## src/ita_pkg.sv

```systemverilog
// Shared types and constants for the integer to ASCII digit converter.
package ita_pkg;

   // Conversion opcodes
   localparam logic [2:0] OPC_UDEC = 3'd0;
   localparam logic [2:0] OPC_SDEC = 3'd1;
   localparam logic [2:0] OPC_OCT  = 3'd2;
   localparam logic [2:0] OPC_HEXL = 3'd3;
   localparam logic [2:0] OPC_HEXU = 3'd4;

   // Length modes
   localparam logic [2:0] LEN_INT = 3'd0;
   localparam logic [2:0] LEN_HH  = 3'd1;
   localparam logic [2:0] LEN_H   = 3'd2;
   localparam logic [2:0] LEN_L   = 3'd3;
   localparam logic [2:0] LEN_LL  = 3'd4;

   localparam int OPC_W   = 3;
   localparam int LEN_W   = 3;
   localparam int DIGIT_W = 4;
   localparam int CHAR_W  = 7;
   localparam int OUT_COUNT_W = 32;

   localparam logic [CHAR_W-1:0] ASC_ZERO  = 7'h30;
   localparam logic [CHAR_W-1:0] ASC_UPPER = 7'h41;
   localparam logic [CHAR_W-1:0] ASC_LOWER = 7'h61;
   localparam logic [DIGIT_W-1:0] DEC_BASE = 4'd10;

   typedef enum logic [4:0] {
      ST_IDLE   = 5'b00001,
      ST_LOAD   = 5'b00010,
      ST_DABBLE = 5'b00100,
      ST_SKIP   = 5'b01000,
      ST_EMIT   = 5'b10000
   } state_type;

   typedef struct packed {
      logic capture;   // take the input item
      logic prep;      // cut, take magnitude, load digits
      logic dabble;    // one double-dabble step
      logic shift;     // drop a leading zero digit
      logic emit;      // move top digit to the output register
      logic last;      // digit being emitted is the final one
   } cmd_type;

   typedef struct packed {
      logic op_known;  // incoming opcode is a valid conversion
      logic is_dec;    // current item converts to decimal
      logic top_zero;  // most significant digit slot is zero
      logic out_free;  // output register can take a digit
   } sts_type;

endpackage

```

## src/integer_to_ascii_digits.sv

```systemverilog
// Top level of the integer to ASCII digit converter.
//
// Input channel req_: one item per number. req_tdata carries the raw operand,
// the conversion opcode and the length mode. Items with an unknown opcode are
// taken and dropped without results. Result channel rsp_: one item per ASCII
// digit, most significant first, rsp_tlast on the final digit, and the running
// character count beside each digit.
// Each item is taken, then the operand is cut and the digit register loaded;
// decimal items then run VALUE_WIDTH double-dabble steps (octal and hex none),
// leading zero slots of the (VALUE_WIDTH+2)/3-digit register are dropped down
// to one digit, and the digits are emitted one per cycle while the receiver
// keeps up. The double-dabble loop makes decimal items the longest.
// req_tready is high only between items. The last digit may still wait in the
// output register while the next item is taken.
// Reset clears the sequencer, the output valid flag and the character counter.
// A stalled receiver holds the current digit and pauses digit emission.
module integer_to_ascii_digits #(
   parameter int VALUE_WIDTH = 64,
   parameter int COUNT_WIDTH = 32
) (
   input  logic                                   clock,
   input  logic                                   reset,
   input  logic                                   req_tvalid,
   output logic                                   req_tready,
   // value, opcode[2:0], length_mode[2:0], zero fill
   input  logic [((VALUE_WIDTH+6+7)/8)*8-1:0]     req_tdata,
   output logic                                   rsp_tvalid,
   input  logic                                   rsp_tready,
   // digit_char[6:0], chars_written[31:0], zero fill
   output logic [39:0]                            rsp_tdata,
   output logic                                   rsp_tlast
);
   import ita_pkg::*;

   cmd_type                 cmd;
   sts_type                 sts;
   logic [CHAR_W-1:0]       out_char;
   logic [OUT_COUNT_W-1:0]  out_count;

   ita_ctrl #(
      .VALUE_WIDTH (VALUE_WIDTH)
   ) u_ctrl (
      .clock      (clock),
      .reset      (reset),
      .req_tvalid (req_tvalid),
      .req_tready (req_tready),
      .sts        (sts),
      .cmd        (cmd)
   );

   ita_dpath #(
      .VALUE_WIDTH (VALUE_WIDTH),
      .COUNT_WIDTH (COUNT_WIDTH)
   ) u_dpath (
      .clock      (clock),
      .reset      (reset),
      .cmd        (cmd),
      .sts        (sts),
      .req_value  (req_tdata[VALUE_WIDTH-1:0]),
      .req_opcode (req_tdata[VALUE_WIDTH +: OPC_W]),
      .req_length (req_tdata[VALUE_WIDTH+OPC_W +: LEN_W]),
      .rsp_tready (rsp_tready),
      .out_valid  (rsp_tvalid),
      .out_char   (out_char),
      .out_last   (rsp_tlast),
      .out_count  (out_count)
   );

   assign rsp_tdata = {1'b0, out_count, out_char};

endmodule

```

## src/ita_ctrl.sv

```systemverilog
// Sequencer for the integer to ASCII digit converter.
module ita_ctrl #(
   parameter int VALUE_WIDTH = 64
) (
   input  logic            clock,
   input  logic            reset,
   input  logic            req_tvalid,
   output logic            req_tready,
   input  ita_pkg::sts_type sts,
   output ita_pkg::cmd_type cmd
);
   import ita_pkg::*;

   localparam int NDIG = (VALUE_WIDTH + 2) / 3;
   localparam int BCW  = $clog2(VALUE_WIDTH);
   localparam int DCW  = $clog2(NDIG + 1);

   state_type      state_ff, state_in;
   logic [BCW-1:0] bit_ff, bit_in;
   logic [DCW-1:0] dig_ff, dig_in;

   always_comb begin
      cmd        = '0;
      state_in   = state_ff;
      bit_in     = bit_ff;
      dig_in     = dig_ff;
      req_tready = 1'b0;
      case (state_ff)
         ST_IDLE: begin
            req_tready = 1'b1;
            if (req_tvalid) begin
               cmd.capture = 1'b1;
               // drop items with an unknown opcode
               if (sts.op_known) state_in = ST_LOAD;
            end
         end
         ST_LOAD: begin
            cmd.prep = 1'b1;
            bit_in   = '0;
            dig_in   = DCW'(NDIG);
            state_in = sts.is_dec ? ST_DABBLE : ST_SKIP;
         end
         ST_DABBLE: begin
            cmd.dabble = 1'b1;
            bit_in     = bit_ff + 1'b1;
            if (bit_ff == BCW'(VALUE_WIDTH - 1)) state_in = ST_SKIP;
         end
         ST_SKIP: begin
            if (sts.top_zero && dig_ff != DCW'(1)) begin
               cmd.shift = 1'b1;
               dig_in    = dig_ff - 1'b1;
            end else begin
               state_in = ST_EMIT;
            end
         end
         ST_EMIT: begin
            if (sts.out_free) begin
               cmd.emit = 1'b1;
               cmd.last = (dig_ff == DCW'(1));
               dig_in   = dig_ff - 1'b1;
               if (dig_ff == DCW'(1)) state_in = ST_IDLE;
            end
         end
         default: state_in = ST_IDLE;
      endcase
   end

   always_ff @(posedge clock) begin
      if (reset) begin
         state_ff <= ST_IDLE;
      end else begin
         state_ff <= state_in;
      end
      bit_ff <= bit_in;
      dig_ff <= dig_in;
   end

endmodule

```

## src/ita_dpath.sv

```systemverilog
// Datapath: operand cut, magnitude, digit register, output register and counter.
module ita_dpath #(
   parameter int VALUE_WIDTH = 64,
   parameter int COUNT_WIDTH = 32
) (
   input  logic                                   clock,
   input  logic                                   reset,
   input  ita_pkg::cmd_type                       cmd,
   output ita_pkg::sts_type                       sts,
   input  logic [VALUE_WIDTH-1:0]                 req_value,
   input  logic [ita_pkg::OPC_W-1:0]              req_opcode,
   input  logic [ita_pkg::LEN_W-1:0]              req_length,
   input  logic                                   rsp_tready,
   output logic                                   out_valid,
   output logic [ita_pkg::CHAR_W-1:0]             out_char,
   output logic                                   out_last,
   output logic [ita_pkg::OUT_COUNT_W-1:0]        out_count
);
   import ita_pkg::*;

   localparam int NDIG = (VALUE_WIDTH + 2) / 3;
   localparam int P3   = 3 * NDIG;
   localparam int P4   = 4 * NDIG;

   logic [VALUE_WIDTH-1:0] value_ff;
   logic [OPC_W-1:0]       op_ff;
   logic [LEN_W-1:0]       len_ff;

   logic [VALUE_WIDTH-1:0] x_ff, x_in;
   logic [DIGIT_W-1:0]     dig_ff [NDIG];
   logic [DIGIT_W-1:0]     dig_in [NDIG];
   logic [DIGIT_W-1:0]     adj    [NDIG];

   logic                   valid_ff, valid_in;
   logic [CHAR_W-1:0]      char_ff, char_in;
   logic                   last_ff, last_in;
   logic [COUNT_WIDTH-1:0] cnt_ff, cnt_in;

   logic [VALUE_WIDTH-1:0] mask, xm, neg, mag;
   logic                   sign;
   logic [P3-1:0]          mag3;
   logic [P4-1:0]          mag4;
   logic [DIGIT_W-1:0]     top;
   logic [CHAR_W-1:0]      alpha, digit_char;

   assign sts.op_known = req_opcode inside {[OPC_UDEC:OPC_HEXU]};
   assign sts.is_dec   = (op_ff == OPC_UDEC) || (op_ff == OPC_SDEC);
   assign top          = dig_ff[NDIG-1];
   assign sts.top_zero = (top == '0);
   assign sts.out_free = !valid_ff || rsp_tready;

   // cut to the selected length and take the magnitude in signed mode
   always_comb begin
      case (len_ff)
         LEN_HH: begin
            mask = VALUE_WIDTH'({8{1'b1}});
            sign = value_ff[7];
         end
         LEN_H: begin
            mask = VALUE_WIDTH'({16{1'b1}});
            sign = value_ff[15];
         end
         LEN_L, LEN_LL: begin
            mask = '1;
            sign = value_ff[VALUE_WIDTH-1];
         end
         default: begin
            mask = VALUE_WIDTH'({32{1'b1}});
            sign = value_ff[31];
         end
      endcase
      xm  = value_ff & mask;
      neg = (~xm + 1'b1) & mask;
      mag = (op_ff == OPC_SDEC && sign) ? neg : xm;
   end

   assign mag3 = P3'(mag);
   assign mag4 = P4'(mag);

   always_comb begin
      for (int i = 0; i < NDIG; i++) begin
         adj[i] = (dig_ff[i] >= 4'd5) ? dig_ff[i] + 4'd3 : dig_ff[i];
      end
   end

   always_comb begin
      x_in = x_ff;
      for (int i = 0; i < NDIG; i++) dig_in[i] = dig_ff[i];
      if (cmd.prep) begin
         x_in = mag;
         for (int i = 0; i < NDIG; i++) begin
            if (op_ff == OPC_OCT)
               dig_in[i] = {1'b0, mag3[3*i +: 3]};
            else if (op_ff == OPC_HEXL || op_ff == OPC_HEXU)
               dig_in[i] = mag4[4*i +: 4];
            else
               dig_in[i] = '0;
         end
      end else if (cmd.dabble) begin
         // adjust every BCD digit, then shift the next operand bit in
         x_in      = {x_ff[VALUE_WIDTH-2:0], 1'b0};
         dig_in[0] = {adj[0][2:0], x_ff[VALUE_WIDTH-1]};
         for (int i = 1; i < NDIG; i++) dig_in[i] = {adj[i][2:0], adj[i-1][3]};
      end else if (cmd.shift || cmd.emit) begin
         dig_in[0] = '0;
         for (int i = 1; i < NDIG; i++) dig_in[i] = dig_ff[i-1];
      end
   end

   assign alpha      = (op_ff == OPC_HEXU) ? ASC_UPPER : ASC_LOWER;
   assign digit_char = (top < DEC_BASE) ? ASC_ZERO + CHAR_W'(top)
                                        : alpha + CHAR_W'(top) - CHAR_W'(DEC_BASE);

   always_comb begin
      valid_in = valid_ff;
      char_in  = char_ff;
      last_in  = last_ff;
      cnt_in   = cnt_ff;
      if (cmd.emit) begin
         valid_in = 1'b1;
         char_in  = digit_char;
         last_in  = cmd.last;
         cnt_in   = cnt_ff + 1'b1;
      end else if (rsp_tready) begin
         valid_in = 1'b0;
      end
   end

   always_ff @(posedge clock) begin
      if (reset) begin
         valid_ff <= 1'b0;
         cnt_ff   <= '0;
      end else begin
         valid_ff <= valid_in;
         cnt_ff   <= cnt_in;
      end
      if (cmd.capture) begin
         value_ff <= req_value;
         op_ff    <= req_opcode;
         len_ff   <= req_length;
      end
      x_ff    <= x_in;
      dig_ff  <= dig_in;
      char_ff <= char_in;
      last_ff <= last_in;
   end

   assign out_valid = valid_ff;
   assign out_char  = char_ff;
   assign out_last  = last_ff;
   assign out_count = OUT_COUNT_W'(cnt_ff);

endmodule

```

## config.mk

```make
export PLATFORM = sky130hd
export DESIGN_NAME = integer_to_ascii_digits
export DESIGN_NICKNAME = d
export VERILOG_FILES = /design/src/ita_pkg.sv /design/src/integer_to_ascii_digits.sv /design/src/ita_ctrl.sv /design/src/ita_dpath.sv
export SDC_FILE = /design/constraint.sdc
export NUM_CORES = 1
export LEC_CHECK = 0
export ABC_AREA = 1
export BUFFER_PORTS_ARGS = -buffer_cell sky130_fd_sc_hd__buf_2
export CORE_MARGIN = 8
export CORE_UTILIZATION = 30
export CTS_CLUSTER_DIAMETER = 200
export DETAILED_ROUTE_END_ITERATION = 12
export PLACE_DENSITY = 0.46
export SYNTH_ARGS = -nofsm -noshare
export SYNTH_HDL_FRONTEND = slang
export SYNTH_SLANG_ARGS = --single-unit
```

## constraint.sdc

```tcl
create_clock -name clock -period 6.3 [get_ports clock]
set_clock_uncertainty 0.2 [all_clocks]
set_input_delay 0.315 -clock clock [delete_from_list [all_inputs] [get_ports clock]]
set_output_delay 0.315 -clock clock [all_outputs]
set_load 0.02 [all_outputs]
```

Word-level counts from Yosys, hierarchy flattened

Index checks and enable logic that the tools add are counted.

Add/sub/neg operators: 29
$lt $le $gt $ge: 25
Equal/unequal tests: 23
Muxes and demuxes: 93
Bitwise gates (word level): 3
Reduce and logical (&&, ||, !) cells: 19

Operators by type and width:

| cell                                                                                | count |
|---|---|
| 88-bit 2-to-1 mux                                                                   | 3 |
| 4-bit 2-to-1 mux                                                                    | 54 |
| 64-bit 2-to-1 mux                                                                   | 3 |
| 64-bit case mux with 3 select lines                                                 | 1 |
| 64-bit bitwise AND                                                                  | 2 |
| 4-bit by 3-bit greater-or-equal comparator with 1-bit output, second input constant | 22 |
| 4-bit by 2-bit adder with 4-bit output, second input constant                       | 21 |
| 64-bit by 1-bit adder with 64-bit output, second input constant                     | 1 |
| 64-bit inverter                                                                     | 1 |
| 5-bit 2-to-1 mux                                                                    | 8 |
| 32-bit by 1-bit adder with 32-bit output, second input constant                     | 1 |
| 5-bit case mux with 5 select lines                                                  | 1 |
| 3-bit 2-to-1 mux                                                                    | 6 |
| 5-bit case mux with 3 select lines                                                  | 1 |
| 3-bit by 2-bit == test with 1-bit output, second input constant                     | 4 |
| 6-bit case mux with 2 select lines                                                  | 1 |
| 5-bit by 1-bit == test with 1-bit output, second input constant                     | 2 |
| 1-bit 2-to-1 mux                                                                    | 10 |
| 2-bit != test, second input constant                                                | 4 |
| 6-bit by 4-bit adder with 7-bit output, first input constant                        | 1 |
| 7-bit by 4-bit adder with 7-bit output                                              | 1 |
| 7-bit 2-to-1 mux                                                                    | 1 |
| 7-bit by 4-bit subtractor with 7-bit output, second input constant                  | 1 |
| 6-bit by 1-bit adder with 6-bit output, second input constant                       | 1 |
| other kinds (28)                                                                    | 41 |

Register bits after elaboration: 279
Input bits: 76
Output and inout port bits: 43
Logic and storage cells: 225

Longest topological paths before layout

Gate-level depths: netlist (run 1).

Word-level depth: 11
Mapped depth: 16

Modules after synthesis

From an unflattened synthesis (run 1), not the netlist that was laid out.

Cells, all modules: 2053
Area total of the unflattened synthesis: 16983.8 µm²

Modules (own cells, without submodules):

| module                  | instances | cells an instance | area each (µm²) |
|---|---|---|---|
| ita_dpath               | 1         | 1933              | 16042.9 |
| ita_ctrl                | 1         | 118               | 929.6 |
| integer_to_ascii_digits | 1         | 2                 | 11.3 |

Least setup slack after synthesis (run 1)

Ideal clock, no wire load.

Path type: register -> register
Start: register u_ctrl.state_ff[0]
End: register u_dpath.dig_ff[10] in the netlist's numbering, enable pin
Setup time: 1.071 ns
Data arrival time: 3.433 ns
Data required time: 5.029 ns
Setup slack: 1.596 ns
Cell stages (with the launch flop): 8
Path through: dfxtp_1 nor2_4 nand4_1 inv_2 nor2_1 buf_2 clkbuf_1 nand3_1

Word-level cells in the longest chain between the ends: 4
Elaborated cells on any way between the ends: 10

RTL lines:

| element                                                                   | RTL line         | source |
|---|---|---|
| start: declaration                                                        | ita_ctrl.sv:18   | `state_type state_ff, state_in;` |
| start signal: assignment                                                  | ita_ctrl.sv:72   | `state_ff <= state_in;` |
| 5-bit by 4-bit == test with 1-bit output or 5-bit == test (tied branches) | ita_ctrl.sv:28   | `case (state_ff)` |
| 1-bit 2-to-1 mux or 2-bit 2-to-1 mux (tied branches)                      | ita_ctrl.sv:28   |  |
| 1-bit logical OR                                                          | ita_dpath.sv:104 | `end else if (cmd.shift \|\| cmd.emit) begin` |
| 3-bit nonzero test (no line) (*)                                          | --               |  |
| end signal: assignment                                                    | ita_dpath.sv:143 | `dig_ff <= dig_in;` |
| end: declaration                                                          | ita_dpath.sv:30  | `logic [DIGIT_W-1:0] dig_ff [NDIG];` |

Every way passes the cells marked *; elsewhere a longest branch is shown, timed or not.
A chain may end at the register's enable or synchronous reset.

==> reports/metrics.csv, run 1 <==
stage,metric,value,unit
sta,crit share post-route,0.586,
route,iteration-0 DRC count of the detailed router,1062,
route,DRC,0,
worst_setup_path,CP most frequent cell,nand3_1,
sta,FMAX,271,MHz
sta,Fin Hold WS,0.268,ns
synth,most frequent cell after synthesis,nand2_1,
worst_setup_path,Crit path arrival time,3.75,ns
power,Gate power share,0.335,
power,Final Power,7.36,mW
sta,setup ws final,2.61,ns
route,Via density,4.88,
floorplanning,die area,64700,um^2
sta,# setup viols final,0,
route,via count,14800,
cts,clk slew on worst S/H paths,0.06,ns
floorplanning,Ports,119,
power,Pwr Density,364,nW/um^2
synth,mapped cell area,17000,um^2
floorplanning,Initial Utilization,0.303,
job,# Max-Cap Violations,0,
layout,fin cells,3035,
synth,Syn Nets,2210,
worst_setup_path,CP max FO,49,
worst_setup_path,CP max stage delay,0.53,ns
power,Internal,4.50,mW
synth,unique cell type count in the Yosys netlist,53,
sta,setup TNS,0,ns
layout,layout cells sized above 1,0.102,
status,status,"finished, final reports clean",
cts,Root Buffer,clkbuf_16,
floorplanning,core area,56300,um^2
route,total wire length,51.0,mm
synth,post-synthesis instance total,2084,
synth,#FFs+latches synth,279,
cts,H-tree depth,2,
power,Seq pwr share,0.395,
grt,antenna violations before repair,0,
route,wire length per cell,16.8,um
worst_setup_path,Crit Path Class,reg2reg,
synth,"top cells by area, synth","edfxtp_1, nand2_1, inv_1, nand3_1, o21ai_0",
worst_setup_path,slowest cell on the critical path,buf_4,
cts,TritonCTS Buffers,36,
sta,relative slew slack,0.300,
cts,Clock Sinks,279,
placement,Placed Area,18400,um^2
power,sw frac,0.388,
layout,ANT cells,0,
sta,Final Hold Fails,0,
power,Net Switching,2.86,mW
cts,cts repair resizes,0,
grt,GRT Total Usage,0.155,
sta,worst-margin pin slew,1.05,ns
synth,Post-synth ARST share,0,
worst_setup_path,worst path cell trace,inv_1 > nand3_1 > nand2_2 > o21bai_2 > a21oi_4 > buf_4 > nand2_2 > nand3_1 > nand2_1 > nand3_1 > o21bai_2,
worst_hold_path,worst hold path type,in2reg,
worst_hold_path,hold depth,2,
sta,Tmin final,3.69,ns
power,maximum vdd drop,0.000211,V
power,Clk pwr share,0.270,
worst_setup_path,Worst setup EP type,flip-flop,
worst_setup_path,CP Launch Type,flip-flop,
placement,pre-CTS setup slack,2.64,ns
synth,Commonest cells post-synth,"nand2_1, inv_1, edfxtp_1",
layout,fin area,20200,um^2
placement,Inst Count DP,2897,
cts,worst skew pair latency,0.55,ns
synth,Post-synth EDFFs,241,
floorplanning,die height,254,um
synth,area fraction of the dominant cell type after synthesis,0.425,
route,"antenna viol nets, final",0,
grt,grt ovf,0,
layout,final core utilization,0.360,
synth,Syn. warnings,0,
placement,Placer Congestion,0.877,
grt,global-route wire length before repair,80.0,mm
layout,Nets,2378,
power,leak pwr,8.32,nW
cts,TritonCTS clock tree,built,
floorplanning,chip width,254,um
layout,"Area growth, synth to finish",18.8,%
synth,syn avg cell area,8.18,um^2
grt,pin count of the biggest net entering global routing,86,
route,Pre-antenna DRT Iters,5,
sta,Slew Limit Fails,0,
cts,CTS max path bufs,3,
synth,"Seq/Total Area, Yosys",0.469,
synth,Yosys top cell by area,edfxtp_1,
worst_setup_path,worst reg2reg path depth,11,
placement,DP HPWL,36.2,mm
placement,port buffer count,115,
worst_setup_path,WP data required,6.36,ns
floorplanning,Cell Rows,87,
sta,RSZ-0062 raised after global routing,false,
grt,vias in the first global route,14400,
synth,main flop type after synthesis,edfxtp_1,
cells in the final DEF, fill, tap and decap left out, types with 10 or more instances in the layout:
master and count:
nand2_1 462, inv_1 278, edfxtp_1 241, nand3_1 186
o21ai_0 184, nor2_1 153, buf_2 115, a21oi_1 84
dlygate4sd3_1 73, nand4_1 68, ha_1 50, xor2_1 45
clkbuf_16 38, dfxtp_1 38, nor3_1 24, o21ai_1 20
o211ai_1 19, nand3b_1 17, buf_4 15, a32oi_1 14
clkbuf_1 13, a22o_1 10
critical path, delay by kind of cell, from the launching register on:
family / cells / cell delay, ns
buffers and inverters: 2 / 0.67
AO/OA/AOI/OAI: 3 / 0.78
flip-flops: 1 / 0.45
AND/OR/NAND/NOR: 6 / 1.29
area by class of cell:
| type | instances | area [um^2] |
|---|---|---|
| clock buffer | 53 | 1030 |
| clock inverter | 12 | 97.6 |
| fill | 5861 | 36000 |
| inverter | 286 | 1080 |
| multi-input combinational | 1446 | 7670 |
| sequential | 279 | 8000 |
| tap | 756 | 946 |
| timing repair buffer | 203 | 1420 |
cells by family (layout without fill, tap and decap cells):
group                    after synthesis  after routing  share of synthesized area
XOR/XNOR                              51             51                     0.0267
AND/OR/NAND/NOR                      956            956                      0.252
AO/OA/AOI/OAI                        388            388                      0.132
adder cells (fa/ha/maj)               50             50                     0.0367
buffers and inverters                359            554                     0.0833
flip-flops                           279            279                      0.469
other                                  1              1                   0.000220
path summary, 6_finish.rpt:
check / start / to / slack [ns]
max: u_dpath.len_ff[1]$_DFFE_PP_ / u_dpath.dig_ff[14]$_DFFE_PP_ / 2.61
min reg2reg: u_dpath.out_count[4]$_SDFFE_PP0P_ / u_dpath.out_count[4]$_SDFFE_PP0P_ / 0.29
max reg2reg: u_dpath.len_ff[1]$_DFFE_PP_ / u_dpath.dig_ff[14]$_DFFE_PP_ / 2.61
min: req_tdata[40] / u_dpath.value_ff[40]$_DFFE_PP_ / 0.27
power groups by stage:
stage          clock (mW)  sequential (mW)  combinational, mW
2_1_floorplan           0             2.87               1.77
4_1_cts              2.06             2.90               2.48
3_3_place_gp            0             2.93               2.40
5_1_grt              2.12             2.96               2.80
3_5_place_dp            0             2.94               2.44
6_report             1.99             2.91               2.47
layer usage:
metal  GRT usage  share of wire  up-vias
met1       0.217           0.49     6941
met4      0.0420          0.022        0
met5           0              0        -
li1            -              -     7460
met3      0.0268          0.053       73
met2       0.244           0.44      345
flip-flops by register name (all words and copies together) (netlist names), 4 cells and up:
name and cells:
u_dpath.out_char 7, u_dpath.value_ff 64, u_dpath.top 4, u_dpath.out_count 32, u_ctrl.state_ff 5, u_ctrl.dig_ff 5, u_ctrl.bit_ff 6, u_dpath.dig_ff 84
u_dpath.x_ff 64
repair_timing:
| action | 4_1_cts | 5_1_grt |
|---|---|---|
| buffers inserted | 0 | 0 |
| endpoints found under the hold margin | 80 | 0 |
| hold buffers | 73 | 0 |
Note: power is estimated with default switching activity, not from simulation.
==> run 2, diff against run 1 <==
--- a/config.mk
+++ b/config.mk
@@ -11,7 +11,7 @@
 export CORE_UTILIZATION = 30
 export CTS_CLUSTER_DIAMETER = 200
 export DETAILED_ROUTE_END_ITERATION = 12
-export PLACE_DENSITY = 0.46
+export PLACE_DENSITY = 0.48
 export SYNTH_ARGS = -nofsm -noshare
 export SYNTH_HDL_FRONTEND = slang
 export SYNTH_SLANG_ARGS = --single-unit
==> constraint.sdc (replaced) <==
create_clock -name clock -period 3.2 [get_ports clock]
set_clock_uncertainty 0.2 [all_clocks]
set_input_delay 0.16 -clock clock [delete_from_list [all_inputs] [get_ports clock]]
set_output_delay 0.16 -clock clock [all_outputs]
set_load 0.02 [all_outputs]
==> reports/metrics.csv, run 2 (synthesis results as in run 1) <==
stage,metric,value,unit
sta,crit share post-route,0.905,
worst_setup_path,WP data required,3.28,ns
sta,Tmin final,2.90,ns
route,via count,14800,
grt,GRT Total Usage,0.153,
worst_setup_path,slowest cell on the critical path,edfxtp_1,
route,"antenna viol nets, final",0,
sta,Final Hold Fails,0,
worst_hold_path,worst hold path type,in2reg,
sta,setup TNS,0,ns
floorplanning,chip width,254,um
floorplanning,Cell Rows,87,
route,DRC,0,
worst_setup_path,Worst setup EP type,flip-flop,
worst_setup_path,Worst Path Buf+Inv,1,
power,Final Power,14.5,mW
worst_setup_path,worst path cell trace,inv_1 > ha_1 > nand2_1 > nor2_2 > nand3_2 > nor2_4 > nand3_1 > nor2_1 > nand2_1 > nand2_1 > nand3_1 > nand4_1 > nand2_1,
cts,H-tree depth,2,
layout,max reg flops,84,
layout,Nets,2396,
route,wire length per cell,16.5,um
sta,Slew Limit Fails,0,
cts,TritonCTS clock tree,built,
layout,most flop-heavy register,u_dpath.dig_ff,
worst_setup_path,CP most frequent cell,nand2_1,
grt,antenna violations before repair,1,
layout,layout cells sized above 1,0.108,
grt,pin count of the biggest net entering global routing,89,
job,# Max-Cap Violations,0,
route,Via density,4.86,
cts,Root Buffer,clkbuf_16,
layout,"Area growth, synth to finish",19.9,%
layout,"most common cell after layout, fill and taps aside",nand2_1,
sta,relative slew slack,0.390,
route,Pre-antenna DRT Iters,6,
cts,cts repair resizes,0,
power,leak pwr,8.42,nW
grt,vias in the first global route,14400,
sta,RSZ-0062 raised after global routing,false,
layout,most frequent cells in the layout,"nand2_1, inv_1, edfxtp_1, nand3_1, o21ai_0",
worst_setup_path,CP max stage delay,0.38,ns
status,status,"finished, final reports clean",
floorplanning,Ports,119,
layout,ANT cells,0,
cts,worst skew pair latency,0.56,ns
worst_setup_path,Crit path arrival time,2.98,ns
worst_setup_path,CP Launch Type,flip-flop,
placement,DP HPWL,36.7,mm
placement,port buffer count,115,
sta,# setup viols final,0,
floorplanning,die height,254,um
floorplanning,die area,64700,um^2
floorplanning,core area,56300,um^2
layout,fill count,5797,
layout,final core utilization,0.363,
cts,clk slew on worst S/H paths,0.06,ns
worst_setup_path,Crit Path Class,reg2reg,
power,maximum vdd drop,0.000513,V
sta,worst-margin pin slew,0.914,ns
grt,grt ovf,0,
worst_setup_path,crit-path leading delay family,simple AND/OR/NAND/NOR gates,
cts,TritonCTS Buffers,35,
sta,Fin Hold WS,0.111,ns
route,total wire length,50.3,mm
cts,CTS max path bufs,3,
route,iteration-0 DRC count of the detailed router,1225,
worst_setup_path,CP max FO,5,
grt,global-route wire length before repair,79.3,mm
sta,FMAX,345,MHz
power,Pwr Density,708,nW/um^2
layout,top flop regs,"u_dpath.dig_ff (84), u_dpath.value_ff (64), u_dpath.x_ff (64)",
cts,Clock Sinks,279,
placement,Placer Congestion,0.877,
floorplanning,Initial Utilization,0.303,
run 2: layout make-up:
| cell class | instances | area, um^2 | area share |
|---|---|---|---|
| Multi-Input combinational cell | 1446 | 7670 | 0.376 |
| Inverter | 286 | 1080 | 0.0527 |
| Timing Repair Buffer | 222 | 1650 | 0.0810 |
| Tap cell | 756 | 946 | 0.0463 |
| Clock inverter | 16 | 95.1 | 0.00466 |
| Clock buffer | 46 | 978 | 0.0479 |
| Sequential cell | 279 | 8000 | 0.392 |
run 2: where the power goes:
part           total, mW  internal [mW]  switching, mW
registers           5.71           5.11          0.598
logic               5.00           1.57           3.43
clock network       3.75           2.15           1.59
total               14.5           8.84           5.62
run 2: through the flow:
step | worst slack (ns) | std cells | area, um^2
floorplan | 0.0476 | 2084 | 17100
CTS | 0.288 | 3051 | 20400
finish | 0.304 | 3051 | 20400
global placement | 0.358 | 2914 | 18600
global route | 0.0689 | 3051 | 20400
detailed placement | 0.308 | 2914 | 18600
run 2: worst paths after layout:
path                                     startpoint  slack (ns)  cells past startpoint                                 to
setup / recovery      u_dpath.value_ff[0]$_DFFE_PP_        0.30                     13        u_dpath.dig_ff[9]$_DFFE_PP_
hold / removal                        req_tdata[36]        0.11                      2     u_dpath.value_ff[36]$_DFFE_PP_
setup reg to reg      u_dpath.value_ff[0]$_DFFE_PP_        0.30                     13        u_dpath.dig_ff[9]$_DFFE_PP_
hold reg to reg   u_dpath.out_count[4]$_SDFFE_PP0P_        0.30                      2  u_dpath.out_count[4]$_SDFFE_PP0P_
run 2: what timing repair did:
| action | 4_1_cts | 5_1_grt |
|---|---|---|
| setup buffers | 0 | 0 |
| hold endpoints to repair | 106 | 0 |
| hold buffers | 75 | 0 |
run 2: per-layer routing:
metal,global-route usage,up-vias,share of wire
met2,0.233,401,0.43
met5,0,-,0
met1,0.222,6874,0.49
li1,-,7489,-
met3,0.0234,68,0.053
met4,0.0441,0,0.022
==> run 3, diff against run 2 <==
--- a/config.mk
+++ b/config.mk
@@ -11,7 +11,7 @@
 export CORE_UTILIZATION = 30
 export CTS_CLUSTER_DIAMETER = 200
 export DETAILED_ROUTE_END_ITERATION = 12
-export PLACE_DENSITY = 0.48
+export PLACE_DENSITY = 0.46
 export SYNTH_ARGS = -nofsm -noshare
 export SYNTH_HDL_FRONTEND = slang
 export SYNTH_SLANG_ARGS = --single-unit
==> constraint.sdc (replaced) <==
create_clock -name clock -period 3.1 [get_ports clock]
set_clock_uncertainty 0.2 [all_clocks]
set_input_delay 0.155 -clock clock [delete_from_list [all_inputs] [get_ports clock]]
set_output_delay 0.155 -clock clock [all_outputs]
set_load 0.02 [all_outputs]
==> reports/metrics.csv, run 3 (synthesis results as in run 1) <==
stage,metric,value,unit
status,status,"finished, final reports clean",
cts,H-tree depth,2,
sta,FMAX,346,MHz
worst_setup_path,CP max FO,36,
layout,Multi-input gate area,7680,um^2
grt,global-route wire length before repair,80.6,mm
floorplanning,Cell Rows,87,
cts,CTS max path bufs,3,
sta,crit share post-route,0.933,
worst_setup_path,CP most frequent cell,nand2_1,
cts,worst skew pair latency,0.56,ns
route,DRC,0,
power,leak pwr,8.42,nW
worst_setup_path,CP max stage delay,0.45,ns
sta,setup TNS,0,ns
cts,Post CTS Setup Buffer Count,0,
worst_setup_path,WP data required,3.28,ns
worst_setup_path,Worst Path Buf+Inv,3,
sta,relative slew slack,0.398,
worst_setup_path,critical path startpoint,u_dpath.len_ff[1]$_DFFE_PP_,
sta,Final Hold Fails,0,
worst_hold_path,HP Start,req_tdata[44],
route,total wire length,51.2,mm
layout,"most common cell after layout, fill and taps aside",nand2_1,
job,# Max-Cap Violations,0,
sta,Fin Hold WS,0.0993,ns
cts,Clock Sinks,279,
layout,ANT cells,0,
worst_setup_path,worst reg2reg path depth,11,
worst_setup_path,crit-path leading delay family,buffers and inverters,
grt,grt ovf,0,
floorplanning,Initial Utilization,0.303,
route,wire length per cell,16.8,um
worst_setup_path,Worst R2R Start,u_dpath.len_ff[1]$_DFFE_PP_,
worst_hold_path,hold worst-path end,u_dpath.value_ff[44]$_DFFE_PP_,
layout,final core utilization,0.364,
sta,RSZ-0062 raised after global routing,false,
floorplanning,die height,254,um
layout,max reg flops,84,
layout,layout cells sized above 1,0.110,
sta,worst-margin pin slew,0.902,ns
floorplanning,Ports,119,
placement,port buffer count,115,
cts,TritonCTS Buffers,36,
cts,TritonCTS clock tree,built,
grt,vias in the first global route,14600,
worst_setup_path,Crit Path Class,reg2reg,
cts,Root Buffer,clkbuf_16,
layout,Nets,2398,
layout,Sequential Area,8000,um^2
placement,pre-CTS setup slack,0.241,ns
floorplanning,chip width,254,um
layout,"Area growth, synth to finish",20.2,%
layout,fill count,5803,
worst_setup_path,Worst setup EP type,flip-flop,
layout,most flop-heavy register,u_dpath.dig_ff,
worst_setup_path,reg2reg setup slack,0.21,ns
grt,pin count of the biggest net entering global routing,89,
placement,DP HPWL,37.1,mm
floorplanning,core area,56300,um^2
worst_hold_path,worst hold path type,in2reg,
power,Pwr Density,733,nW/um^2
layout,top flop regs,"u_dpath.dig_ff (84), u_dpath.value_ff (64), u_dpath.x_ff (64)",
sta,Tmin final,2.89,ns
route,iteration-0 DRC count of the detailed router,1255,
worst_hold_path,hold depth,2,
worst_setup_path,slowest cell on the critical path,edfxtp_1,
worst_setup_path,Crit path arrival time,3.07,ns
route,Pre-antenna DRT Iters,6,
grt,antenna violations before repair,1,
sta,Slew Limit Fails,0,
layout,most frequent cells in the layout,"nand2_1, inv_1, edfxtp_1, nand3_1, o21ai_0",
cts,clk slew on worst S/H paths,0.06,ns
route,"antenna viol nets, final",0,
placement,Placer Congestion,0.889,
route,Via density,4.88,
worst_setup_path,worst r2r dst,u_dpath.dig_ff[59]$_DFFE_PP_,
power,maximum vdd drop,0.000523,V
floorplanning,die area,64700,um^2
sta,# setup viols final,0,
route,via count,14900,
worst_setup_path,worst path cell trace,inv_1 > nand3_4 > buf_4 > nand3_1 > o21bai_2 > a21oi_4 > buf_12 > nand2_1 > xor2_1 > nand2_1 > o21ai_1,
grt,GRT Total Usage,0.156,
worst_setup_path,CP Launch Type,flip-flop,
sta,setup ws final,0.208,ns
run 3: worst max path at each step:
stage	endpoint	slack [ns]	cells past startpoint
after floorplan	u_dpath.dig_ff[10]$_DFFE_PP_	0.19	7
after global placement	u_dpath.dig_ff[10]$_DFFE_PP_	0.28	11
after detailed placement	u_dpath.dig_ff[30]$_DFFE_PP_	0.24	14
after CTS	u_dpath.dig_ff[13]$_DFFE_PP_	0.21	12
after global routing	u_dpath.dig_ff[10]$_DFFE_PP_	0.006	11
final	u_dpath.dig_ff[59]$_DFFE_PP_	0.21	11
run 3: area by class of cell:
| cell class | count | share of cell area |
|---|---|---|
| inverter | 286 | 0.0525 |
| clock buffer | 49 | 0.0483 |
| tap | 756 | 0.0462 |
| multi-input combinational | 1446 | 0.375 |
| timing repair buffer | 223 | 0.0826 |
| clock inverter | 13 | 0.00452 |
| sequential | 279 | 0.391 |
run 3: layer usage:
metal | share of wire | wire length, um | up-vias | global-route usage
li1 | - | - | 7513 | -
met1 | 0.49 | 25200 | 6970 | 0.220
met2 | 0.44 | 22400 | 344 | 0.246
met3 | 0.045 | 2320 | 73 | 0.0229
met4 | 0.023 | 1180 | 0 | 0.0467
met5 | 0 | 0 | - | 0
run 3: worst reg2reg max path: cells and delay by family, from the launching register on:
kind	cells	cell delay, ns
DFF	1	0.45
xor gates and xnor gates	1	0.35
AOI/OAI and AO/OA	3	0.48
buffers and inverters	3	0.63
and+or+nand+nor	4	0.63
run 3: timing repair:
action | CTS | global route
endpoints found under the setup margin | 0 | 4
hold buffers | 75 | 0
endpoints found under the hold margin | 102 | 0
resized for setup | 0 | 3
run 3: report_power, final:
group          internal [mW]  leakage, nW  total, mW  switching [mW]
Clock                   2.24        0.522       3.91            1.66
Combinational           1.63         5.39       5.21            3.58
Sequential              5.28         2.51       5.90           0.619
run 3: metrics by stage:
stage               cells  power, mW  area [um^2]
global route         3052       16.1        20500
global placement     2914       11.0        18600
floorplan            2084       9.40        17100
finish               3052       15.0        20500
CTS                  3051       15.2        20400
detailed placement   2914       11.1        18600
